File: src/sv/afla_pkg.sv
// ----------------------------------------------------------------------------
// afla_pkg: shared types, constants and helpers
// Beat formats, the control word of the sequencer and its microcode table,
// and the alignment helpers that the datapath uses.
// ----------------------------------------------------------------------------
package afla_pkg;

  localparam int MaxEntries = 32;
  localparam int IdxW = (MaxEntries > 1) ? $clog2(MaxEntries) : 1;
  localparam int CntW = $clog2(MaxEntries + 1);
  localparam int NumW = 5;
  localparam int OffW = 16;
  localparam int TotW = 17;
  localparam int AlnW = 8;
  localparam int SizeW = 8;
  localparam int LogW = 3;

  localparam logic [LogW-1:0] CapLog = 3'd7;
  localparam logic [TotW-1:0] OffsetLimit = 17'h0FFFF;

  localparam logic CmdLoad = 1'b0;
  localparam logic CmdCompute = 1'b1;
  localparam logic StatusOk = 1'b0;
  localparam logic StatusOverflow = 1'b1;

  typedef struct packed {
    logic              command;
    logic [SizeW-1:0]  entry_size;
    logic [AlnW-1:0]   entry_alignment;
    logic              entry_enabled;
    logic [OffW-1:0]   base_offset;
    logic [AlnW-1:0]   base_alignment;
  } item_t;

  typedef struct packed {
    logic [NumW-1:0]   entry_number;
    logic [OffW-1:0]   entry_offset;
    logic              entry_placed;
    logic [TotW-1:0]   total_size;
    logic [AlnW-1:0]   max_alignment;
    logic              status;
    logic              last;
  } result_t;

  typedef enum logic [1:0] {
    StWait,
    StScan,
    StEmit,
    StSum
  } step_t;

  typedef enum logic [1:0] {
    CondCompute,
    CondScanDone,
    CondEntryDone,
    CondSumOut
  } cond_t;

  // One microcode word: datapath strobes plus the jump condition and target.
  // A step whose condition is false repeats.
  typedef struct packed {
    logic  in_ready;
    logic  scan;
    logic  emit_entry;
    logic  emit_sum;
    cond_t cond;
    step_t target;
  } ctrl_t;

  typedef struct packed {
    logic compute;
    logic scan_done;
    logic entries_done;
    logic sum_out;
  } flags_t;

  function automatic ctrl_t ucode(input step_t step);
    ctrl_t w;
    w = '{in_ready: 1'b0, scan: 1'b0, emit_entry: 1'b0, emit_sum: 1'b0,
          cond: CondCompute, target: StWait};
    case (step)
      StWait: begin
        w.in_ready = 1'b1;
        w.cond = CondCompute;
        w.target = StScan;
      end
      StScan: begin
        w.scan = 1'b1;
        w.cond = CondScanDone;
        w.target = StEmit;
      end
      StEmit: begin
        w.emit_entry = 1'b1;
        w.cond = CondEntryDone;
        w.target = StSum;
      end
      StSum: begin
        w.emit_sum = 1'b1;
        w.cond = CondSumOut;
        w.target = StWait;
      end
      default: begin
        w.target = StWait;
      end
    endcase
    return w;
  endfunction

  // Highest set bit among bits 7..1; zero when none is set.
  function automatic logic [LogW-1:0] high_log(input logic [AlnW-1:0] v);
    logic [LogW-1:0] l;
    l = '0;
    for (int i = 1; i < AlnW; i++) begin
      if (v[i]) begin
        l = LogW'(i);
      end
    end
    return l;
  endfunction

  // Lowest set bit of the base offset, capped at the largest alignment.
  function automatic logic [LogW-1:0] low_log(input logic [OffW-1:0] v);
    logic [LogW-1:0] l;
    l = CapLog;
    for (int i = 6; i >= 0; i--) begin
      if (v[i]) begin
        l = LogW'(i);
      end
    end
    return l;
  endfunction

  function automatic logic [TotW-1:0] round_up(input logic [TotW-1:0] v,
                                               input logic [LogW-1:0] lg);
    logic [TotW-1:0] m;
    m = (TotW'(1) << lg) - TotW'(1);
    return (v + m) & ~m;
  endfunction

endpackage

File: src/sv/afla_seq.sv
// ----------------------------------------------------------------------------
// afla_seq: microcode sequencer
// Holds the step counter, reads the control word of the current step from
// the microcode table and jumps when the selected condition is met.
// ----------------------------------------------------------------------------
module afla_seq (
  input  logic            clk,
  input  logic            rst,
  input  afla_pkg::flags_t flags,
  output afla_pkg::ctrl_t  ctrl
);
  import afla_pkg::*;

  step_t step;
  step_t step_next;
  logic  jump;

  always_ff @(posedge clk) begin
    if (rst) begin
      step <= StWait;
    end else begin
      step <= step_next;
    end
  end

  always_comb begin
    ctrl = ucode(step);
    case (ctrl.cond)
      CondCompute:   jump = flags.compute;
      CondScanDone:  jump = flags.scan_done;
      CondEntryDone: jump = flags.entries_done;
      CondSumOut:    jump = flags.sum_out;
      default:       jump = 1'b0;
    endcase
    step_next = jump ? ctrl.target : step;
  end

endmodule

File: src/sv/afla_dp.sv
// ----------------------------------------------------------------------------
// afla_dp: entry table and layout datapath
// Stores loaded entries, walks them one per cycle under control of the
// sequencer to place them, and drives the result output register.
// ----------------------------------------------------------------------------
module afla_dp (
  input  logic              clk,
  input  logic              rst,
  input  afla_pkg::ctrl_t   ctrl,
  input  logic              item_acc,
  input  afla_pkg::item_t   item,
  input  logic              result_ready,
  output logic              result_valid,
  output afla_pkg::result_t result,
  output afla_pkg::flags_t  flags
);
  import afla_pkg::*;

  // Entry table; every entry below the fill count has been written.
  logic [SizeW-1:0]      size_mem   [MaxEntries];
  logic [LogW-1:0]       log_mem    [MaxEntries];
  logic                  en_mem     [MaxEntries];
  logic [OffW-1:0]       offset_mem [MaxEntries];
  logic [MaxEntries-1:0] placed;

  logic [CntW-1:0] count;
  logic            fresh;
  logic [IdxW-1:0] idx;
  logic [LogW-1:0] lg;
  logic            pass;

  logic [TotW-1:0] offset;
  logic [LogW-1:0] cur_log;
  logic [LogW-1:0] max_log;
  logic            overflow;

  logic            load_acc;
  logic            comp_acc;
  logic            room;
  logic [IdxW-1:0] wr_idx;
  logic            empty;
  logic            idx_is_last;
  logic            cand;
  logic            tried;
  logic [TotW-1:0] off_pad;
  logic [TotW-1:0] size_pad;
  logic            ovf_now;
  logic            place;
  logic            out_free;
  logic            emit_entry;
  logic            emit_sum;
  result_t         entry_beat;
  result_t         sum_beat;

  always_comb begin
    load_acc    = item_acc && (item.command == CmdLoad);
    comp_acc    = item_acc && (item.command == CmdCompute);
    room        = fresh || (count < CntW'(MaxEntries));
    wr_idx      = fresh ? '0 : count[IdxW-1:0];
    empty       = (count == '0);
    idx_is_last = (CntW'(idx) + CntW'(1)) == count;

    // The first pass takes an entry only where no padding is needed; the
    // second pass pads the running offset up to the entry's alignment.
    cand     = (log_mem[idx] == lg) && en_mem[idx] && !placed[idx];
    tried    = cand && (pass || (cur_log >= lg));
    off_pad  = pass ? round_up(offset, lg) : offset;
    size_pad = round_up(TotW'(size_mem[idx]), lg);
    ovf_now  = ctrl.scan && !empty && tried && (off_pad > OffsetLimit);
    place    = ctrl.scan && !empty && tried && !(off_pad > OffsetLimit);

    out_free   = !result_valid || result_ready;
    emit_entry = ctrl.emit_entry && !empty && out_free;
    emit_sum   = ctrl.emit_sum && out_free;

    flags.compute      = comp_acc;
    flags.scan_done    = empty || ovf_now || (idx_is_last && (lg == '0) && pass);
    flags.entries_done = empty || (out_free && idx_is_last);
    flags.sum_out      = out_free;

    entry_beat = '0;
    entry_beat.entry_number = NumW'(idx);
    entry_beat.entry_placed = placed[idx];
    entry_beat.entry_offset = placed[idx] ? offset_mem[idx] : '0;

    sum_beat = '0;
    sum_beat.total_size    = overflow ? '0 : round_up(offset, max_log);
    sum_beat.max_alignment = AlnW'(1) << max_log;
    sum_beat.status        = overflow ? StatusOverflow : StatusOk;
    sum_beat.last          = 1'b1;
  end

  // Control state.
  always_ff @(posedge clk) begin
    if (rst) begin
      count        <= '0;
      fresh        <= 1'b1;
      idx          <= '0;
      lg           <= CapLog;
      pass         <= 1'b0;
      result_valid <= 1'b0;
    end else begin
      if (load_acc) begin
        fresh <= 1'b0;
        if (room) begin
          count <= fresh ? CntW'(1) : count + CntW'(1);
        end
      end
      if (comp_acc) begin
        fresh <= 1'b1;
        idx   <= '0;
        lg    <= CapLog;
        pass  <= 1'b0;
      end
      if (ctrl.scan) begin
        if (ovf_now || empty) begin
          idx <= '0;
        end else if (idx_is_last) begin
          idx <= '0;
          if (lg == '0) begin
            pass <= 1'b1;
            lg   <= CapLog;
          end else begin
            lg <= lg - LogW'(1);
          end
        end else begin
          idx <= idx + IdxW'(1);
        end
      end
      if (emit_entry) begin
        idx <= idx_is_last ? '0 : idx + IdxW'(1);
      end
      if (emit_entry || emit_sum) begin
        result_valid <= 1'b1;
      end else if (result_ready) begin
        result_valid <= 1'b0;
      end
    end
  end

  // Layout accumulators, table contents and the output beat.
  always_ff @(posedge clk) begin
    if (comp_acc) begin
      offset   <= TotW'(item.base_offset);
      max_log  <= high_log(item.base_alignment);
      cur_log  <= low_log(item.base_offset);
      overflow <= 1'b0;
    end
    if (ovf_now) begin
      overflow <= 1'b1;
    end
    if (place) begin
      offset  <= off_pad + size_pad;
      cur_log <= lg;
      if (max_log < lg) begin
        max_log <= lg;
      end
      offset_mem[idx] <= off_pad[OffW-1:0];
      placed[idx]     <= 1'b1;
    end
    if (load_acc && room) begin
      size_mem[wr_idx]   <= item.entry_size;
      log_mem[wr_idx]    <= high_log(item.entry_alignment);
      en_mem[wr_idx]     <= item.entry_enabled;
      offset_mem[wr_idx] <= '0;
      placed[wr_idx]     <= 1'b0;
    end
    if (emit_entry) begin
      result <= entry_beat;
    end else if (emit_sum) begin
      result <= sum_beat;
    end
  end

  a_count_bound: assert property (@(posedge clk) disable iff (rst)
    count <= CntW'(MaxEntries))
    else $error("entry count above table depth");

  a_compute_init: assert property (@(posedge clk) disable iff (rst)
    comp_acc |=> fresh && !overflow && !pass && (lg == CapLog) && (idx == '0))
    else $error("compute did not restart the layout walk");

  a_entry_beat_clean: assert property (@(posedge clk) disable iff (rst)
    (result_valid && !result.last) |->
      (result.total_size == '0) && (result.max_alignment == '0) &&
      (result.status == StatusOk))
    else $error("entry beat carries summary fields");

endmodule

File: src/sv/aligned_field_layout_assigner_unit.sv
// ----------------------------------------------------------------------------
// aligned_field_layout_assigner_unit: top level
// Packs aligned entries into a layout, reporting each entry's offset and a
// summary with total size, largest alignment and overflow status.
// ----------------------------------------------------------------------------
// A load beat is taken while the sequencer waits and the block stays ready for
// the next item. A compute beat is followed by a placement walk that visits one
// table entry per cycle through the entry table's single read port: two passes
// over eight alignment levels, each level visiting all N loaded entries (an
// empty table or an overflow ends the walk early). The block then sends N entry
// beats and one summary beat, one per cycle while result_ready stays high, and
// takes the next item once the summary beat is in the output register.
module aligned_field_layout_assigner_unit (
  input  logic              clk,
  input  logic              rst,
  input  logic              item_valid,
  output logic              item_ready,
  input  afla_pkg::item_t   item,
  output logic              result_valid,
  input  logic              result_ready,
  output afla_pkg::result_t result
);
  import afla_pkg::*;

  ctrl_t  ctrl;
  flags_t flags;
  logic   item_acc;

  assign item_ready = ctrl.in_ready;
  assign item_acc   = item_valid && ctrl.in_ready;

  afla_seq u_seq (
    .clk   (clk),
    .rst   (rst),
    .flags (flags),
    .ctrl  (ctrl)
  );

  afla_dp u_dp (
    .clk          (clk),
    .rst          (rst),
    .ctrl         (ctrl),
    .item_acc     (item_acc),
    .item         (item),
    .result_ready (result_ready),
    .result_valid (result_valid),
    .result       (result),
    .flags        (flags)
  );

endmodule

File: config.mk
export PLATFORM = sky130hd
export DESIGN_NAME = aligned_field_layout_assigner_unit
export DESIGN_NICKNAME = d
export VERILOG_FILES = /design/src/sv/afla_pkg.sv /design/src/sv/afla_seq.sv /design/src/sv/afla_dp.sv /design/src/sv/aligned_field_layout_assigner_unit.sv
export SDC_FILE = /design/constraint.sdc
export NUM_CORES = 1
export LEC_CHECK = 0
export BUFFER_PORTS_ARGS = -buffer_cell sky130_fd_sc_hd__buf_2
export CORE_MARGIN = 3
export CORE_UTILIZATION = 46
export CTS_CLUSTER_DIAMETER = 100
export DETAILED_ROUTE_END_ITERATION = 8
export GPL_TIMING_DRIVEN = 0
export PLACE_DENSITY = 0.6
export SLEW_MARGIN = 20
export SYNTH_ARGS = -nofsm -noshare
export SYNTH_HDL_FRONTEND = slang
export SYNTH_SLANG_ARGS = --single-unit
File: constraint.sdc
create_clock -name clk -period 9.64 [get_ports clk]
set_input_delay 0.482 -clock clk [delete_from_list [all_inputs] [get_ports clk]]
set_output_delay 0.482 -clock clk [all_outputs]
set_load 0.02 [all_outputs]
==> results of run 1 <==
-- kinds of logic (layout without fill, tap and decap cells) --
kind of cell	Yosys count	count (layout)	share of synthesized area, %
AO/OA/AOI/OAI	287	287	4.48
XOR/XNOR	43	43	0.873
adder cells (fa/ha/maj)	82	82	2.45
buffers and inverters	183	570	1.65
flip-flops	1025	1025	69.3
multiplexers	349	349	15.6
other	1	8	0.00869
AND/OR/NAND/NOR	503	503	5.57
-- per-layer routing --
| metal | wire [um] | GRT usage, % | vias to the layer above | part of all wire (%) |
|---|---|---|---|---|
| met5 | 13 | 0 | - | 0.012 |
| met4 | 3720 | 7.71 | 2 | 3.4 |
| met3 | 6880 | 3.47 | 184 | 6.3 |
| met2 | 53300 | 36.8 | 885 | 49 |
| met1 | 45700 | 31.1 | 12761 | 42 |
| li1 | - | - | 10601 | - |
-- worst register-to-register path: cells and delay by family, from the launching register on --
family / cells / cell delay [ns]
compound gates: 10 / 2.65
buf+inv: 5 / 2.47
mux: 3 / 1.67
simple gates: 5 / 0.71
fa+ha+maj: 2 / 0.70
flops: 1 / 0.30
-- power by group through the flow --
stage / clock (uW) / combinational, uW / sequential, uW
after CTS: 4190 / 477 / 4920
final: 4120 / 476 / 4920
after global placement: 0 / 452 / 5020
after detailed placement: 0 / 475 / 5020
after floorplan: 0 / 283 / 5030
after global routing: 4370 / 522 / 4920
-- flip-flops by register name, summed over array words and instances (netlist names), 6 cells and up, named ones only --
name / flops
u_dp.count: 6
u_dp.en_mem: 32
u_dp.log_mem: 96
u_dp.size_mem: 256
u_dp.offset: 17
u_dp.placed: 32
u_dp.result: 49
u_dp.offset_mem: 512
-- worst paths after layout --
| path | endpoint | cells past startpoint |
|---|---|---|
| min reg2reg | u_dp.result[6]$_SDFFE_PP0P_ | 2 |
| max reg2reg | u_dp.offset[15]$_DFFE_PP_ | 25 |
| max | u_dp.offset[15]$_DFFE_PP_ | 25 |
| min | u_dp.offset[11]$_DFFE_PP_ | 2 |
-- final cells by class --
class	count	area, um^2	area share [%]
Multi-Input combinational cell	1272	12900	25.7
Clock buffer	127	2760	5.52
Inverter	59	221	0.442
Sequential cell	1025	29900	59.7
Clock inverter	70	751	1.50
Buffer	124	503	1.00
Timing Repair Buffer	190	1470	2.94
Tap cell	1243	1560	3.11
-- cells in the final DEF, fill, tap and decap left out, drive strengths merged, types with 12 or more instances in the layout --
| cell type | n |
|---|---|
| and3 | 12 |
| bufinv | 14 |
| nand2b | 20 |
| nand3 | 29 |
| ha | 78 |
| and2 | 19 |
| clkbuf | 209 |
| xnor2 | 30 |
| nor2 | 176 |
| nor3 | 67 |
| dfxtp | 87 |
| mux2i | 72 |
| a31oi | 38 |
| a21o | 17 |
| a21oi | 64 |
| inv | 60 |
| nand2 | 97 |
| mux4 | 258 |
| a22oi | 26 |
| edfxtp | 938 |
| xor2 | 13 |
| nor2b | 18 |
| mux2 | 19 |
| nor4 | 13 |
| buf | 232 |
| clkinv | 52 |
| o21ai | 42 |
-- stage by stage --
step | total power, uW | util, %
floorplan | 5320 | -
global placement | 5470 | 48.9
detailed placement | 5490 | 50.3
CTS | 9580 | 54.1
global route | 9810 | 54.2
finish | 9520 | 54.2
==> results_dict.tcl, run 1 <==
set metrics [dict create \
    fin_tns_setup_ns 0 \
    syn-instance-count 2473 \
    internal-power_uw 7490 \
    synth_top_cell_area_share_pct 65.3 \
    grt_pass1_wl_um 163000 \
    initial_core_util_pct 46.7 \
    syn_avg_cell_area_um2 17.4 \
    finalHoldViolations 0 \
    rows 111 \
    drt_iter0_drc 2405 \
    die_w_um 312 \
    antenna_cells 0 \
    async_flop_share_pct 0 \
    finish.instance_area_mm2 0.0501 \
    die_area_mm2 0.0975 \
    final_cells 4110 \
    grt_pass1_vias 24835 \
    status "finished clean" \
    wire_per_inst_um 26.7 \
    yosysTopAreaCell "edfxtp_1" \
    leakagePower_uw 0.0162 \
    clock_power_share_pct 43.3 \
    finalCritPeriodShare_pct 91.0 \
    synthTopCellsByCount "edfxtp_1, mux4_2, nor2_1, nand2_1, dfxtp_1" \
    fin_crit_ns 8.78 \
    io_pins 97 \
    area_growth_pct 16.0 \
    cts_resized 0 \
    hp-start "item[19]" \
    startpoint_type "flop" \
    yosys.cell_count.top_type "edfxtp_1" \
    holdWs_ns 0.108 \
    cts_tree "yes" \
    dp.final_hpwl_um 77000 \
    cp.buffers_inverters 5 \
    syn-cell-area_mm2 0.0431 \
    cp_max_fo 10 \
    synth_area_leaders "edfxtp_1, mux4_2, dfxtp_1, ha_1, mux2i_1" \
    dpl_worst_slack_ns 0.847 \
    clk_latency_ns 0.69 \
    p_per_area_mw_per_mm2 190 \
    critPathTopFamily "compound AO/OA/AOI/OAI gates" \
    ys_ff_latch 1025 \
    drt_pass1_iterations 5 \
    ys_seq_area_share_pct 69.3 \
    max_cap_violations 0 \
    dpl_cell_area_mm2 0.0465 \
    die_h_um 312 \
    routed_via_density 5.94 \
    setup_viol_count_final 0 \
    grt_overflow 0 \
    clkSlewWorstSetupHoldPaths_ns 0.06 \
    via_count 24433 \
    cts_buffer_depth 3 \
    synth-edff-count 938 \
    post_cts_buffers 0 \
    yosys_warnings 0 \
    min_path_type "input pin to flop" \
    drc 0 \
    grt_max_degree 33 \
    synth.distinct_cells 76 \
    drv_slew 0 \
    numCtsBuffers 105 \
    cts.sink_count 1025 \
    pwr-share-seq_pct 51.7 \
    nets 2905 \
    htreeDepth 3 \
    ant_nets 0 \
    p_sw_share_pct 21.3 \
    skew_ns 0.0334 \
    fill_cells 7272 \
    max_slew_margin_pct 21.9 \
    crit_path_top_delay_cell "buf_1" \
    synth-main-ff-cell "edfxtp_1" \
    coreArea_mm2 0.0924 \
    critPathArrivalTime_ns 9.21 \
    port_buffers 93 \
    drive_gt1_share_pct 26.1 \
    rsz0062_at_grt "false" \
    switching_power_uw 2020 \
    pwr-share-comb_pct 5.0 \
    path_class "flop to flop" \
    routabilityCongestion 0.898 \
    worst_pin_slew_ns 1.17 \
    antenna_found_initial 5 \
    fmax_mhz 114 \
    endpoint_kind "flop" \
    fin_ws_ns 0.865 \
    track_usage_pct 22.5 \
    peakVddDrop_mv 0.190 \
    critical_path_required_ns 10.07 \
    ctsRootBufferMaster "clkbuf_16" \
    ctsHoldBuffers 0 \
    max_stage_delay_ns 0.82 \
    drt-total-wl_um 110000 \
    dpl.cell_count 3911 \
    r2r_slack_ns 0.86 \
]
(Power assumes the default switching activity.)
==> run 2, diff against run 1 <==
- REMOVE_ABC_BUFFERS: default -> 1
==> run 2 against run 1 <==
Compared with the run above: register-to-register slack better by 1.3 ns; critical path depth down 2; worst setup slack better by 1.3 ns; final cell count is 2.4% lower; sequential power about the same; combinational power decreased by 3%; global-route usage down 1.1 points; clock skew shrank 0.0046 ns.
==> results_dict.tcl, run 2 (synthesis results as in run 1) <==
set metrics [dict create \
    max_stage_delay_ns 0.75 \
    cp_common_cell "ha_1" \
    wire_per_inst_um 26.1 \
    ctsRootBufferMaster "clkbuf_16" \
    max_cap_violations 0 \
    cts_buffer_depth 3 \
    grt_pass1_vias 24496 \
    cp_max_fo 19 \
    cp.depth 23 \
    critPathTopFamily "simple AND/OR/NAND/NOR gates" \
    dp.final_hpwl_um 72300 \
    cp.buffers_inverters 7 \
    area_growth_pct 15.6 \
    rows 111 \
    holdWs_ns 0.102 \
    drt_pass1_iterations 6 \
    final_common_cell "edfxtp_1" \
    drt-total-wl_um 105000 \
    htreeDepth 3 \
    grt_pass1_wl_um 157000 \
    routabilityCongestion 0.914 \
    cts_resized 0 \
    p_per_area_mw_per_mm2 187 \
    post_cts_buffers 0 \
    drt_iter0_drc 2125 \
    drv_slew 0 \
    endpoint_kind "flop" \
    antenna_found_initial 3 \
    setup_viol_count_final 0 \
    path_cells "inv_1 > ha_1 > nor2b_1 > inv_1 > ha_1 > and2_1 > nor2_1 > a21oi_1 > ha_1 > a21o_1 > nand2_1 > nand3_1 > a41oi_1 > o211ai_1 > o211a_1 > nor3_4 > buf_8 > buf_8 > a21oi_4 > nor4_2 > buf_2 > buf_4 > buf_2" \
    leakagePower_uw 0.0160 \
    status "finished clean" \
    cts.sink_count 1025 \
    die_h_um 312 \
    max_slew_margin_pct 26.7 \
    r2r_cells 23 \
    path_class "flop to flop" \
    finalCritPeriodShare_pct 77.9 \
    fin_tns_setup_ns 0 \
    die_w_um 312 \
    worst_pin_slew_ns 1.09 \
    peakVddDrop_mv 0.158 \
    fmax_mhz 133 \
    largest_reg_flops 512 \
    fin_crit_ns 7.51 \
    finalPower_uw 9350 \
    skew_ns 0.0288 \
    crit_path_top_delay_cell "nor4_2" \
    grt_overflow 0 \
    top_regs "u_dp.offset_mem (512), u_dp.size_mem (256), u_dp.log_mem (96)" \
    die_area_mm2 0.0975 \
    coreArea_mm2 0.0924 \
    routed_via_density 5.92 \
    finalHoldViolations 0 \
    clk_latency_ns 0.69 \
    ant_nets 0 \
    startpoint_type "flop" \
    grt_max_degree 49 \
    critPathArrivalTime_ns 7.87 \
    nets 2810 \
    min_delay_path_depth 2 \
    numCtsBuffers 105 \
    track_usage_pct 21.4 \
    max_flop_register "u_dp.offset_mem" \
    ctsHoldBuffers 0 \
    layout_common_cells "edfxtp_1, mux4_2, nor2_1, clkbuf_16, buf_2" \
    io_pins 97 \
    drive_gt1_share_pct 26.8 \
    clkSlewWorstSetupHoldPaths_ns 0.06 \
    min_path_type "input pin to flop" \
    port_buffers 94 \
    rsz0062_at_grt "false" \
    initial_core_util_pct 46.7 \
    cts_tree "yes" \
    critical_path_required_ns 10.00 \
    drc 0 \
    via_count 23753 \
]
-- run 2: cell count changes in the layout (fill, tap and decap cells not counted), moves of 10 or more --
cell	change
clkbuf_1	-64
clkbuf_2	-10
buf_2	-14
buf_8	-15
buf_1	-24
clkinv_2	-12
buf_6	+19
-- run 2: per-layer routing --
metal  share of wire [%]  track usage, %  up-vias
met1                  40            28.2    12304
met4                 3.2            6.82        2
met5              0.0067               0        -
met2                  50            36.5      881
li1                    -               -    10385
met3                 6.3            3.75      181
-- run 2: final cells by class --
cell class                 instances  area, um^2
antenna                            2        5.00
clock buffer                     135        2800
clock inverter                    56         553
fill                            7171       42500
inverter                          59         221
multi-input combinational       1272       12900
sequential                      1025       29900
tap                             1243        1560
timing repair buffer             219        1910
-- run 2: report_power, final --
| part | leakage (uW) | total (uW) | internal, uW | switching [uW] |
|---|---|---|---|---|
| logic | 0.00522 | 463 | 173 | 290 |
| registers | 0.00918 | 4930 | 4900 | 34.2 |
| clock network | 0.00162 | 3950 | 2290 | 1660 |
-- run 2: stage by stage --
step           setup slack [ns]  cell area [um^2]  utilization (%)  instances
5_1_grt                    1.59             49900             54.0       4009
2_1_floorplan             -5.10             42700                -       2356
4_1_cts                    2.03             49800             53.9       4008
3_5_place_dp               2.07             46500             50.3       3817
3_3_place_gp             -15.48             44700             48.4       3693
6_report                   2.13             49900             54.0       4011
-- run 2: path summary, 6_finish.rpt --
check	startpoint	endpoint	slack, ns
max	u_dp.lg[0]$_SDFF_PP1_	u_dp.offset_mem[24][12]$_DFFE_PP_	2.13
min	item[19]	u_dp.offset[11]$_DFFE_PP_	0.10
max reg2reg	u_dp.lg[0]$_SDFF_PP1_	u_dp.offset_mem[24][12]$_DFFE_PP_	2.13
min reg2reg	u_dp.result[5]$_SDFFE_PP0P_	u_dp.result[5]$_SDFFE_PP0P_	0.46
==> run 3, diff against run 2 <==
- PLACE_DENSITY: 0.6 -> 0.62
- clock period: 9.64 -> 6.1 ns (I/O delays scaled with it)
==> run 3 against run 2 <==
Compared with the run above: core utilization is 1.1 points higher; clock skew is 0.0018 ns higher; maximum frequency is 28% higher; worst hold slack worse by 0.049 ns; global-route usage is 0.51 points higher; combinational power is 69% higher; sequential power is 58% higher; register-to-register slack worse by 1.9 ns; clock power is 63% higher; critical path depth is 1 lower; sequential share of layout area is 1.2 points lower; worst setup slack worse by 1.9 ns; critical path type unchanged; critical endpoint is now u_dp.offset[15]$_DFFE_PP_; largest cell class unchanged; highest routed layer unchanged.
==> results_dict.tcl, run 3 (synthesis results as in run 1) <==
set metrics [dict create \
    endpoint_kind "flop" \
    final_common_cell "edfxtp_1" \
    dp.final_hpwl_um 72000 \
    drt_pass1_iterations 5 \
    ctsRootBufferMaster "clkbuf_16" \
    ant_nets 0 \
    port_buffers 94 \
    drt_iter0_drc 2496 \
    routed_via_density 5.99 \
    cts.sink_count 1025 \
    grt_pass1_wl_um 160000 \
    grt_max_degree 49 \
    skew_ns 0.0305 \
    finish.instance_area_mm2 0.0509 \
    critPathArrivalTime_ns 6.29 \
    cp_max_fo 14 \
    max_cap_violations 0 \
    layout_common_cells "edfxtp_1, mux4_2, nor2_1, clkbuf_16, buf_2" \
    critical_path_required_ns 6.53 \
    fill_cells 7100 \
    min_path_type "input pin to flop" \
    initial_core_util_pct 46.7 \
    routabilityCongestion 0.889 \
    fin_tns_setup_ns 0 \
    track_usage_pct 22.0 \
    wire_per_inst_um 26.3 \
    fmax_mhz 170 \
    startpoint_type "flop" \
    htreeDepth 3 \
    drv_slew 0 \
    finalHoldViolations 0 \
    area_growth_pct 18.1 \
    max_slew_margin_pct 24.7 \
    die_area_mm2 0.0975 \
    clkSlewWorstSetupHoldPaths_ns 0.07 \
    drc 0 \
    clk_latency_ns 0.68 \
    antenna_found_initial 2 \
    grt_pass1_vias 24951 \
    drive_gt1_share_pct 29.3 \
    max_flop_register "u_dp.offset_mem" \
    dpl_cell_area_mm2 0.0465 \
    path_class "flop to flop" \
    largest_reg_flops 512 \
    nets 2871 \
    peakVddDrop_mv 0.269 \
    leakagePower_uw 0.0166 \
    top_regs "u_dp.offset_mem (512), u_dp.size_mem (256), u_dp.log_mem (96)" \
    fin_ws_ns 0.232 \
    rows 111 \
    multi_input_area_mm2 0.0132 \
    via_count 24412 \
    worst_pin_slew_ns 1.12 \
    coreArea_mm2 0.0924 \
    grt_overflow 0 \
    fin_crit_ns 5.87 \
    cts_buffer_depth 3 \
    seq_area_mm2 0.0299 \
    dpl_worst_slack_ns -1.20 \
    numCtsBuffers 103 \
    drt-total-wl_um 107000 \
    io_pins 97 \
    cts_tree "yes" \
    p_per_area_mw_per_mm2 295 \
    die_w_um 312 \
    status "finished clean" \
    finalCritPeriodShare_pct 96.2 \
    setup_viol_count_final 0 \
    die_h_um 312 \
]
run 3: changes by cell type in the layout (fill, tap and decap cells not counted), moves of 4 or more:
cell,delta
ha_1,-4
o31ai_1,-4
clkbuf_1,-10
dlygate4sd3_1,+16
clkinv_1,-9
buf_8,-4
bufinv_16,+4
clkinvlp_4,+6
clkinv_2,+12
buf_4,+32
nor3_4,+9
nor3_2,-9
buf_6,+9
run 3: critical path: stages (launching register included):
cell and delay [ns]:
dfxtp_4 0.38, buf_16 0.12, buf_12 0.15, bufbuf_16 0.33, mux4_2 0.50, mux4_2 0.50, mux2_4 0.34, ha_4 0.27
o21ai_1 0.09, nand2b_1 0.10, a21o_1 0.19, a21o_1 0.20, a21o_1 0.21, a21oi_1 0.15, nor2_1 0.06, ha_1 0.31
and2_1 0.18, a31o_2 0.21, a31o_2 0.25, o41ai_4 0.35, o311ai_4 0.14, and3b_1 0.19, o32a_1 0.35
run 3: repair_timing:
action | in CTS | in global routing
cloned | 3 | 1
hold buffers | 16 | 0
gates resized for setup | 39 | 13
pin swaps | 21 | 5
hold endpoints to repair | 19 | 0
setup endpoints to repair | 572 | 187
setup buffers | 33 | 5
run 3: final cells by class:
type	instances	share of cell area [%]
Antenna cell	2	0.00983
Tap cell	1243	3.05
Timing Repair Buffer	282	5.09
Inverter	59	0.435
Clock inverter	70	1.47
Clock buffer	124	5.32
Multi-Input combinational cell	1272	25.9
Sequential cell	1025	58.8
run 3: worst paths after layout:
kind                               startpoint                          end  slack (ns)  cells past startpoint
hold / removal                       item[10]     u_dp.offset[2]$_DFFE_PP_        0.05                      3
setup reg to reg                         flop    u_dp.offset[15]$_DFFE_PP_        0.23                     22
hold reg to reg   u_dp.result[6]$_SDFFE_PP0P_  u_dp.result[6]$_SDFFE_PP0P_        0.46                      2
setup / recovery                         flop    u_dp.offset[15]$_DFFE_PP_        0.23                     22
run 3: per-stage QoR:
step / power [uW] / cells / util [%] / hold WS (ns)
floorplan: 8420 / 2356 / - / 0.374
global placement: 8670 / 3693 / 48.4 / 0.440
detailed placement: 8670 / 3822 / 50.3 / 0.450
CTS: 15100 / 4068 / 55.0 / 0.0101
global route: 15500 / 4075 / 55.1 / 0.0392
finish: 15000 / 4077 / 55.1 / 0.0530
run 3: where the power goes:
part           switching, uW  internal, uW
logic                    482           301
registers               51.1          7740
clock network           2700          3730
run 3: routing by layer:
metal  global-route usage, %  share of wire [%]  vias to the layer above
li1                        -                  -                    10530
met4                    7.65                3.4                        4
met5                       0              0.019                        -
met3                    4.02                6.7                      202
met2                    36.7                 50                      936
met1                    29.1                 40                    12740
